[config.mk]
export PLATFORM = sky130hd
export DESIGN_NAME = autokey_xor_printable_cipher_unit
export DESIGN_NICKNAME = d
export VERILOG_FILES = /design/src/rtl/akxor_pkg.sv /design/src/rtl/autokey_xor_printable_cipher_unit.sv
export SDC_FILE = /design/constraint.sdc
export NUM_CORES = 1
export LEC_CHECK = 0
export ABC_AREA = 0
export CELL_PAD_IN_SITES_DETAIL_PLACEMENT = 2
export CELL_PAD_IN_SITES_GLOBAL_PLACEMENT = 2
export CORE_MARGIN = 2
export CORE_UTILIZATION = 38
export DETAILED_ROUTE_END_ITERATION = 16
export DONT_BUFFER_PORTS = 1
export PLACE_DENSITY_LB_ADDON = 0.2
export SLEW_MARGIN = 20
export SYNTH_ARGS = -nofsm -noshare
export SYNTH_HDL_FRONTEND = slang
export SYNTH_SLANG_ARGS = --single-unit
[constraint.sdc]
create_clock -name aclk -period 8.5 [get_ports aclk]
set_clock_uncertainty 0.05 [all_clocks]
set_input_delay 1.7 -clock aclk [delete_from_list [all_inputs] [get_ports aclk]]
set_output_delay 1.7 -clock aclk [all_outputs]
set_load 0.02 [all_outputs]
[src/rtl/akxor_pkg.sv]
// Constants and payload types for the autokey XOR printable cipher unit.
`default_nettype none

package akxor_pkg;

    localparam logic [15:0] KEY_MUL    = 16'd52845;
    localparam logic [15:0] KEY_ADD    = 16'd22719;
    localparam logic [7:0]  CHAR_BASE  = 8'd33;
    localparam logic [7:0]  CHAR_RADIX = 8'd92;
    localparam logic [7:0]  BYTE_MASK  = 8'hff;

    localparam int S_DATA_W = 24;
    localparam int M_DATA_W = 24;

    // Configuration register indexes
    typedef enum logic [0:0] {
        REG_SESSION_KEY  = 1'b0,
        REG_DECRYPT_MODE = 1'b1
    } cfg_reg_t;

    // Item held between the input register and the result register
    typedef struct packed {
        logic       start_of_message;
        logic [7:0] plain_byte;
        logic [7:0] cipher_value;  // pair folded back to one byte, before unmasking
    } stage_item_t;

endpackage

`default_nettype wire

[src/rtl/autokey_xor_printable_cipher_unit.sv]
// Top level of the autokey XOR printable cipher unit: stream in, stream out, config port.
`default_nettype none

// Takes one item per cycle while s_tready is high and gives one result item per accepted
// item, through the input register and then the result register. The first register folds a
// character pair into one byte; the second stage holds the 16-bit running key, whose
// update (one 16x16 constant multiply-add) closes the loop and sets the one-item-per-cycle
// rate. Config writes are always accepted (cfg_ready is tied high) and must only be issued
// while no item is in flight. In encrypt mode recovered_byte reads zero; in decrypt mode
// both printable characters read zero.
module autokey_xor_printable_cipher_unit (
    input  wire logic                          aclk,
    input  wire logic                          aresetn,
    // tdata: plain_byte[7:0], cipher_high_char[15:8], cipher_low_char[23:16]
    input  wire logic [akxor_pkg::S_DATA_W-1:0] s_tdata,
    // tuser: start_of_message
    input  wire logic                          s_tuser,
    input  wire logic                          s_tvalid,
    output logic                               s_tready,
    // tdata: printable_high[5:0], printable_low[12:6], recovered_byte[20:13], zero pad
    output logic [akxor_pkg::M_DATA_W-1:0]     m_tdata,
    output logic                               m_tvalid,
    input  wire logic                          m_tready,
    input  wire logic                          cfg_valid,
    output logic                               cfg_ready,
    input  wire logic [0:0]                    cfg_index,
    input  wire logic [15:0]                   cfg_data
);
    import akxor_pkg::*;

    logic [15:0] session_key_reg;
    logic        decrypt_mode_reg;
    logic [15:0] running_key_reg;
    logic [15:0] running_key_next;

    stage_item_t stage_reg;
    stage_item_t stage_next;
    logic        stage_valid_reg;

    logic [5:0]  printable_high_reg;
    logic [6:0]  printable_low_reg;
    logic [7:0]  recovered_byte_reg;
    logic [5:0]  printable_high_next;
    logic [6:0]  printable_low_next;
    logic [7:0]  recovered_byte_next;
    logic        m_valid_reg;

    logic        advance;
    logic        s_accept;
    logic        cfg_accept;

    logic [7:0]  hi_off;
    logic [7:0]  lo_off;
    logic [15:0] key_used;
    logic [7:0]  key_mask;
    logic [7:0]  enc_value;
    logic [7:0]  plain_used;
    logic [15:0] key_sum;
    logic [31:0] key_prod;

    assign advance    = !m_valid_reg || m_tready;
    assign s_tready   = !stage_valid_reg || advance;
    assign s_accept   = s_tvalid && s_tready;
    assign cfg_ready  = 1'b1;
    assign cfg_accept = cfg_valid && cfg_ready;

    // First stage: fold the pair, (hi-33)*92 + (lo-33) modulo 256
    always_comb begin
        hi_off                      = s_tdata[15:8] - CHAR_BASE;
        lo_off                      = s_tdata[23:16] - CHAR_BASE;
        stage_next.start_of_message = s_tuser;
        stage_next.plain_byte       = s_tdata[7:0];
        stage_next.cipher_value     = 8'(hi_off * CHAR_RADIX) + lo_off;
    end

    // Second stage: mask, split into characters or recover the byte, advance the running key
    always_comb begin
        key_used  = stage_reg.start_of_message ? session_key_reg : running_key_reg;
        key_mask  = key_used[15:8] ^ (session_key_reg[7:0] & BYTE_MASK);
        enc_value = stage_reg.plain_byte ^ key_mask;

        printable_high_next = '0;
        printable_low_next  = '0;
        recovered_byte_next = '0;
        if (decrypt_mode_reg) begin
            plain_used          = stage_reg.cipher_value ^ key_mask;
            recovered_byte_next = plain_used;
        end else begin
            plain_used = stage_reg.plain_byte;
            if (enc_value >= 8'(2 * CHAR_RADIX)) begin
                printable_high_next = 6'(CHAR_BASE + 8'd2);
                printable_low_next  = 7'(CHAR_BASE + enc_value - 8'(2 * CHAR_RADIX));
            end else if (enc_value >= CHAR_RADIX) begin
                printable_high_next = 6'(CHAR_BASE + 8'd1);
                printable_low_next  = 7'(CHAR_BASE + enc_value - CHAR_RADIX);
            end else begin
                printable_high_next = 6'(CHAR_BASE);
                printable_low_next  = 7'(CHAR_BASE + enc_value);
            end
        end

        key_sum          = {8'd0, plain_used} + key_used;
        key_prod         = key_sum * KEY_MUL;
        running_key_next = key_prod[15:0] + KEY_ADD;
    end

    always_ff @(posedge aclk) begin
        if (!aresetn) begin
            session_key_reg  <= '0;
            decrypt_mode_reg <= 1'b0;
            running_key_reg  <= '0;
            stage_valid_reg  <= 1'b0;
            m_valid_reg      <= 1'b0;
        end else begin
            if (cfg_accept) begin
                unique case (cfg_reg_t'(cfg_index))
                    REG_SESSION_KEY:  session_key_reg  <= cfg_data;
                    REG_DECRYPT_MODE: decrypt_mode_reg <= cfg_data[0];
                    default: ;
                endcase
            end
            if (s_accept) begin
                stage_valid_reg <= 1'b1;
            end else if (advance) begin
                stage_valid_reg <= 1'b0;
            end
            if (advance) begin
                m_valid_reg <= stage_valid_reg;
                if (stage_valid_reg) begin
                    running_key_reg <= running_key_next;
                end
            end
        end
    end

    always_ff @(posedge aclk) begin
        if (s_accept) begin
            stage_reg <= stage_next;
        end
        if (advance && stage_valid_reg) begin
            printable_high_reg <= printable_high_next;
            printable_low_reg  <= printable_low_next;
            recovered_byte_reg <= recovered_byte_next;
        end
    end

    assign m_tvalid = m_valid_reg;
    assign m_tdata  = {3'd0, recovered_byte_reg, printable_low_reg, printable_high_reg};

    // A full input register only takes a new item when it drains in the same cycle
    a_stage_no_overwrite: assert property (@(posedge aclk) disable iff (!aresetn)
        (s_accept && stage_valid_reg) |-> advance)
        else $error("stage register overwritten");

    // Back-pressure on the input only with both registers full and output stalled
    a_ready_low_cause: assert property (@(posedge aclk) disable iff (!aresetn)
        !s_tready |-> (stage_valid_reg && m_valid_reg && !m_tready))
        else $error("input stalled without cause");

    // At most one mode's fields carry data
    a_mode_fields: assert property (@(posedge aclk) disable iff (!aresetn)
        m_valid_reg |-> (printable_high_reg == '0 || recovered_byte_reg == '0))
        else $error("both encrypt and decrypt fields set");

    // Encrypted characters stay in the printable range
    a_printable_range: assert property (@(posedge aclk) disable iff (!aresetn)
        (m_valid_reg && printable_high_reg != '0) |->
            (printable_high_reg >= 6'd33 && printable_high_reg <= 6'd35
             && printable_low_reg >= 7'd33 && printable_low_reg <= 7'd124))
        else $error("printable character out of range");

endmodule

`default_nettype wire

==> summary.txt, run 1 <==
Outcome
  – Status: finished clean

Layout
  – Nets: 916
  – Sequential Area: 1752 um^2
  – Commonest non-fill, non-tap cell in the layout: inv_1
  – Commonest cells after routing, fill and taps aside: inv_1 (108), ha_1 (95), nand2_1 (69)
  – Layout cells sized above 1: 0.09563
  – Layout Cells excl Fill: 962
  – Layout area overhead: 9.661%
  – Max reg flops: 17
  – Filler Cell Count: ~2,000
  – Multi-input combinational cell area: 4878 um^2
  – Post-route cell area: between 7000 and 8000 um^2

Worst setup path
  – Crit path largest cell delay: approximately 0.56 ns
  – Crit Path Class: reg -> reg
  – Reg2reg end: running_key_reg[15]
  – Setup crit start kind: flop
  – Reg2Reg Depth: 32
  – Slowest cell on crit path: fa_1
  – WP data arrival: 8.37 ns
  – Worst setup EP type: flop
  – Worst r2r src: stage_reg[16]
  – Crit-path max FO: 10
  – End of the critical path: running_key_reg[15]
  – Worst Setup SP: stage_reg[16]
  – Reg2Reg Setup Slack: roughly 0.32 ns
  – CP Data Required Time: just under 9 ns

Route
  – Pre-antenna DRT Iters: 4
  – Avg WL per Cell: 19.98 um
  – # DRC: 0
  – DR iter-0 viols: between 100 and 150
  – WL final: 19,220 um
  – ANT nets after route: 0
  – Total number of vias: roughly 4,900
  – Via density: 5.133

CTS
  – Clk slew on worst S/H paths: 0.06 ns
  – CTS tree: built
  – Hold buffer count at cts: 0
  – Htree depth: 3
  – Clock sinks: 70
  – Clock buffer count from CTS: 9
  – Clock latency on the worst-skew pair: ~0.34 ns
  – Clock Tree Buf Depth: 2
  – Clock root cell: clkbuf_16

Logic synthesis
  – EDFF count, synth: 35
  – Avg Cell Area, Syn: about 9.9 um^2
  – Synth async-reset ratio: 0
  – Flops & latches, synth: 70
  – Top-area cell type share of the netlist area: 0.1678
  – Register area share after synthesis: 0.2473
  – Post-Syn Area: 7084 um^2
  – Synth warn: 0
  – Cells after synthesis: around 720
  – Synth Flop Type: edfxtp_1
  – Top cells by area, synth: ha_1 (17%), edfxtp_1 (15%), fa_1 (13%), dfxtp_1 (9.9%), xnor2_1 (7.2%)
  – Leading area contributor after synthesis: ha_1
  – Post-synth cell types: 58

Global routing
  – GR Overflow Total: 0
  – Total track usage: 0.2008
  – Vias in the first global route: approximately 5,700
  – Pin count of the biggest net entering global routing: 40
  – Initial antenna violation count: 1
  – Global-route wire length before repair: roughly 30,000 um

STA
  – Max Slew Vio Count: 0
  – Period utilization: 0.9624
  – Hold slack: 0.4388 ns
  – Final hold violations: 0
  – Final setup fails: 0
  – Minimum clock period: between 8 and 9 ns
  – Slew HR: 0.3916
  – Fmax: about 120 MHz
  – Worst slew pin tran: slightly above 0.9 ns

Min path
  – Path category of the worst min-delay check: reg -> reg

Place
  – IO Port Bufs: 0
  – Hpwl dp: approximately 16,000 um
  – DP Cell Count: about 940
  – Placed Instance Area: between 7000 and 8000 um^2
  – Gpl congestion: about 0.84

Floorplanning
  – Die width: between 100 and 150 um
  – Number of I/O pins: 74
  – Core area: around 18,000 um^2
  – Chip height: approximately 140 um
  – Full die area: around 20,000 um^2
  – Initial Utilization: 0.3904
  – Floorplan row count: between 40 and 50

Job
  – Maxcap violations: 0
[cell families (layout without fill, tap and decap cells)]
family | Yosys count | after routing | synth area share
flip-flops | 70 | 70 | 0.2473
other | 2 | 8 | 0.001060
AO/OA/AOI/OAI | 109 | 109 | 0.1067
buffers and inverters | 134 | 143 | 0.07630
multiplexers | 19 | 19 | 0.03055
AND/OR/NAND/NOR | 142 | 142 | 0.09590
adder cells (fa/ha/maj) | 142 | 142 | 0.3006
XOR/XNOR | 100 | 100 | 0.1416
[worst max-delay path, delay by kind of cell (launching register included)]
kind / cells / cell delay [ns]
fa+ha+maj: 8 / 3.68
compound gates: 8 / 1.49
simple gates: 5 / 0.83
xor+xnor: 4 / 0.66
flops: 1 / 0.48
buf+inv: 5 / 0.45
mux: 2 / 0.41
[through the flow]
step / setup WS, ns / utilization / setup TNS, ns
after detailed placement: -0.1195 / 0.4060 / -0.1195
after CTS: 0.06499 / 0.4217 / 0
final: 0.3193 / 0.4281 / 0
after global placement: 0.1584 / 0.4060 / 0
after floorplan: 0.6181 / - / 0
after global routing: -0.05923 / 0.4281 / -0.05923
[metal layers]
metal | vias up | global-route usage | share of wire
met4 | 0 | 0.04684 | 0.016
met5 | - | 0 | 0
met1 | 2470 | 0.2526 | 0.44
li1 | 2365 | - | -
met3 | 22 | 0.02906 | 0.028
met2 | 81 | 0.3643 | 0.52
[synthesized netlist by cell type, types with 3 or more instances]
cell type	count
nor2b_1	6
a21boi_0	19
nand2_1	69
fa_1	47
o21a_1	3
buf_4	8
a21oi_1	30
clkbuf_1	14
dfxtp_1	35
o211a_1	3
nor2_1	15
ha_1	95
nor3_1	4
o21ai_0	15
xnor3_1	6
a21o_1	15
edfxtp_1	35
inv_1	108
nand2b_1	6
and2_1	18
mux2_2	8
nand3_1	8
mux2i_1	9
xnor2_1	58
o21bai_1	5
xor2_1	31
[worst min-delay path by stage]
stage | depth (start not counted) | startpoint | to
after floorplan | 2 | running_key_reg[2] | running_key_reg[2]
after global placement | 2 | session_key_reg[14] | session_key_reg[14]
after detailed placement | 2 | session_key_reg[14] | session_key_reg[14]
after CTS | 2 | session_key_reg[14] | session_key_reg[14]
after global routing | 2 | running_key_reg[2] | running_key_reg[2]
final | 2 | session_key_reg[15] | session_key_reg[15]
[timing repair]
action / in CTS / in global routing
gates cloned: 0 / 1
setup endpoints to repair: 1 / 2
buffers inserted: 0 / 3
resized for setup: 2 / 13
pin swaps: 0 / 6
[area by class of cell]
cell class,count,share of cell area
repair buffers,16,0.01933
flip-flops and latches,70,0.2255
inverters,111,0.05363
clock buffers,13,0.03398
well taps,229,0.03688
diodes,1,0.0003221
multi-input cells,519,0.6280
clock inverters,3,0.002416
Power of run 1 is not shown: default switching activity piles up to over one toggle a cycle in this logic, so the estimate is an artifact.
==> run 2, diff against run 1 <==
--- a/config.mk
+++ b/config.mk
@@ -5,11 +5,11 @@
 export SDC_FILE = /design/constraint.sdc
 export NUM_CORES = 1
 export LEC_CHECK = 0
-export ABC_AREA = 0
+export ABC_AREA = 1
 export CELL_PAD_IN_SITES_DETAIL_PLACEMENT = 2
 export CELL_PAD_IN_SITES_GLOBAL_PLACEMENT = 2
 export CORE_MARGIN = 2
-export CORE_UTILIZATION = 38
+export CORE_UTILIZATION = 40
 export DETAILED_ROUTE_END_ITERATION = 16
 export DONT_BUFFER_PORTS = 1
 export PLACE_DENSITY_LB_ADDON = 0.2
==> constraint.sdc (replaced) <==
create_clock -name aclk -period 8.09 [get_ports aclk]
set_clock_uncertainty 0.05 [all_clocks]
set_input_delay 1.618 -clock aclk [delete_from_list [all_inputs] [get_ports aclk]]
set_output_delay 1.618 -clock aclk [all_outputs]
set_load 0.02 [all_outputs]
==> run 2 against run 1 <==
Routed wire length is 47% higher. Via count is 29% higher. Utilization is 3.7 points higher. Sequential share of layout area is 1.7 points lower. Sequential cell count stayed put. Critical path depth is 5 higher. Setup slack worse by 0.27 ns. Critical endpoint unchanged. Area after synthesis is 4.8% higher. Final cell count is 22% higher. First-iteration DRC count is 120% higher. Global-route usage is 6.4 points higher. Die area is 0.39% lower.
==> summary.txt, run 2 <==
Logic synthesis
  – Top cells by area, synth: ha_1 (16%), edfxtp_1 (14%), fa_1 (13%), inv_1 (9.8%), dfxtp_1 (9.4%) (was ha_1 (17%), edfxtp_1 (15%), fa_1 (13%), dfxtp_1 (9.9%), xnor2_1 (7.2%))
  – Flops & latches, synth: 70 (unchanged)
  – Avg Cell Area, Syn: 8.162 um^2 (was 9.867 um^2)
  – EDFF count, synth: 35 (unchanged)
  – Leading cell types by count after synthesis: inv_1 (193), nand2_1 (143), ha_1 (95), nor2_1 (56), o21ai_0 (56) (was inv_1 (108), ha_1 (95), nand2_1 (69), xnor2_1 (58), fa_1 (47))
  – Top-area cell type share of the netlist area: 0.1600 (was 0.1678)
  – Synth async-reset ratio: 0 (unchanged)
  – Synth Flop Type: edfxtp_1 (unchanged)
  – Cells after synthesis: 910 (was 718)
  – Synth warn: 0 (unchanged)
  – Leading area contributor after synthesis: ha_1 (unchanged)
  – Register area share after synthesis: 0.2358 (was 0.2473)
  – Post-Syn Area: 7427 um^2 (was 7084 um^2)
  – Post-synth cell types: 41 (was 58)
  – Count leader, synth: inv_1 (unchanged)

Layout
  – Layout area overhead: 13.22% (was 9.661%)
  – Multi-input combinational cell area: 5000 um^2 (was 4878 um^2)
  – Filler Cell Count: 2,002 (was 1,951)
  – Commonest cells after routing, fill and taps aside: inv_1 (192), nand2_1 (138), ha_1 (87) (was inv_1 (108), ha_1 (95), nand2_1 (69))
  – Commonest non-fill, non-tap cell in the layout: inv_1 (unchanged)
  – Layout cells sized above 1: 0.1382 (was 0.09563)
  – Max reg flops: 17 (unchanged)
  – Nets: 1,132 (was 916)
  – Sequential Area: 1752 um^2 (unchanged)

Floorplanning
  – Full die area: 19,670 um^2 (was 19,750 um^2)
  – Core area: 18,090 um^2 (was 18,150 um^2)
  – Floorplan row count: 49 (unchanged)
  – Chip height: 140.3 um (was 140.5 um)
  – Initial Utilization: 0.4107 (was 0.3904)
  – Die width: 140.3 um (was 140.5 um)
  – Number of I/O pins: 74 (unchanged)

Min path
  – Hold worst-path end: session_key_reg[13] (was session_key_reg[15])
  – Path category of the worst min-delay check: reg -> reg (unchanged)
  – Hold Path Depth: 2 (unchanged)
  – Hold path start: session_key_reg[13] (was session_key_reg[15])

Route
  – Avg WL per Cell: 23.94 um (was 19.98 um)
  – # DRC: 0 (unchanged)
  – Via density: 5.391 (was 5.133)
  – Total number of vias: 6,351 (was 4,938)
  – ANT nets after route: 0 (unchanged)
  – DR iter-0 viols: 312 (was 143)
  – Pre-antenna DRT Iters: 5 (was 4)
  – WL final: 28,200 um (was 19,220 um)

Worst setup path
  – Slowest cell on crit path: fa_1 (unchanged)
  – Setup crit start kind: flop (unchanged)
  – Crit Path Class: reg -> reg (unchanged)
  – Most frequent CP cell: inv_1
  – Reg2reg end: running_key_reg[15] (unchanged)
  – Reg2Reg Depth: 37 (was 32)
  – Worst r2r src: stage_reg[16] (unchanged)
  – CP Data Required Time: 8.30 ns (was 8.69 ns)
  – Crit-path max FO: 5 (was 10)
  – Crit path largest cell delay: 0.58 ns (was 0.56 ns)
  – Reg2Reg Setup Slack: 0.05 ns (was 0.32 ns)
  – WP data arrival: 8.25 ns (was 8.37 ns)
  – Worst setup EP type: flop (unchanged)

CTS
  – Clock Tree Buf Depth: 2 (unchanged)
  – Hold buffer count at cts: 0 (unchanged)
  – Clock sinks: 70 (unchanged)
  – CTS tree: built (unchanged)
  – Clock buffer count from CTS: 9 (unchanged)
  – Clock root cell: clkbuf_16 (unchanged)
  – Htree depth: 3 (unchanged)
  – Clk slew on worst S/H paths: 0.06 ns (about the same)
  – Clock latency on the worst-skew pair: 0.36 ns (was 0.34 ns)

Place
  – IO Port Bufs: 0 (unchanged)
  – Gpl congestion: 0.8850 (was 0.8353)
  – Hpwl dp: 19,710 um (was 16,060 um)

STA
  – TNS Setup: 0 ns (unchanged)
  – Final setup fails: 0 (unchanged)
  – Max Slew Vio Count: 0 (unchanged)
  – Worst slew pin tran: 0.7407 ns (was 0.9126 ns)
  – Period utilization: 0.9937 (was 0.9624)
  – Minimum clock period: 8.039 ns (was 8.181 ns)
  – Slew HR: 0.5057 (was 0.3916)
  – Fmax: 124.4 MHz (was 122.2 MHz)
  – Final hold violations: 0 (unchanged)

Global routing
  – Initial antenna violation count: 1 (unchanged)
  – Vias in the first global route: 7,325 (was 5,718)
  – Global-route wire length before repair: 39,880 um (was 30,660 um)
  – GR Overflow Total: 0 (unchanged)
  – Total track usage: 0.2651 (was 0.2008)
  – Pin count of the biggest net entering global routing: 34 (was 40)

Outcome
  – Status: finished clean (unchanged)

Job
  – Maxcap violations: 0 (unchanged)
run 2: critical path, delay by kind of cell, from the launching register on:
| kind | cells | cell delay, ns |
|---|---|---|
| compound gates | 10 | 1.65 |
| simple gates | 6 | 0.58 |
| fa+ha+maj | 8 | 3.62 |
| flops | 1 | 0.53 |
| buf+inv | 11 | 1.01 |
| xor+xnor | 2 | 0.47 |
run 2: cell type report:
| cell class | count | share of cell area |
|---|---|---|
| Clock inverter | 3 | 0.002529 |
| Timing Repair Buffer | 37 | 0.03392 |
| Multi-Input combinational cell | 622 | 0.5946 |
| Tap cell | 229 | 0.03407 |
| Inverter | 203 | 0.09150 |
| Clock buffer | 13 | 0.03482 |
| Antenna cell | 1 | 0.0002976 |
| Sequential cell | 70 | 0.2083 |
run 2: cells by family after synthesis:
| group | after synthesis | share of synthesized area |
|---|---|---|
| compound gates | 136 | 0.1033 |
| simple gates | 270 | 0.1578 |
| xor+xnor | 67 | 0.09569 |
| fa+ha+maj | 142 | 0.2867 |
| buf+inv | 223 | 0.1196 |
| other cells | 2 | 0.001011 |
| flops | 70 | 0.2358 |
run 2: metal layers:
metal / vias up / share of wire / global-route usage
met1: 3243 / 0.40 / 0.2988
met3: 75 / 0.032 / 0.05573
met4: 0 / 0.039 / 0.08931
li1: 2879 / - / -
met5: - / 0 / 0
met2: 154 / 0.53 / 0.4954
run 2: worst max path at each step:
stage	slack, ns	endpoint	startpoint	cells past startpoint
floorplan	1.12	running_key_reg[15]	stage_reg[16]	38
global placement	0.32	running_key_reg[15]	stage_reg[16]	37
detailed placement	-0.10	running_key_reg[15]	stage_reg[16]	37
CTS	0.009	running_key_reg[15]	stage_reg[16]	40
global route	-0.33	running_key_reg[15]	stage_reg[16]	41
finish	0.05	running_key_reg[15]	stage_reg[16]	37
run 2: through the flow:
stage | util | area [um^2] | hold WS, ns | instances | setup slack [ns]
after global placement | 0.4308 | 7791 | 0.4153 | 1148 | 0.3236
after detailed placement | 0.4308 | 7791 | 0.4102 | 1148 | -0.1034
after CTS | 0.4505 | 8148 | 0.4192 | 1166 | 0.008647
after floorplan | - | 7446 | 0.3792 | 915 | 1.121
after global routing | 0.4650 | 8409 | 0.4704 | 1178 | -0.3252
final | 0.4650 | 8409 | 0.4460 | 1178 | 0.05096
run 2: repair_timing:
action / 4_1_cts / 5_1_grt
gates resized for setup: 7 / 37
pin swaps: 1 / 14
buffers inserted: 2 / 10
endpoints found under the setup margin: 1 / 2
gates cloned: 0 / 1
Power of run 2 is left out for the same reason.
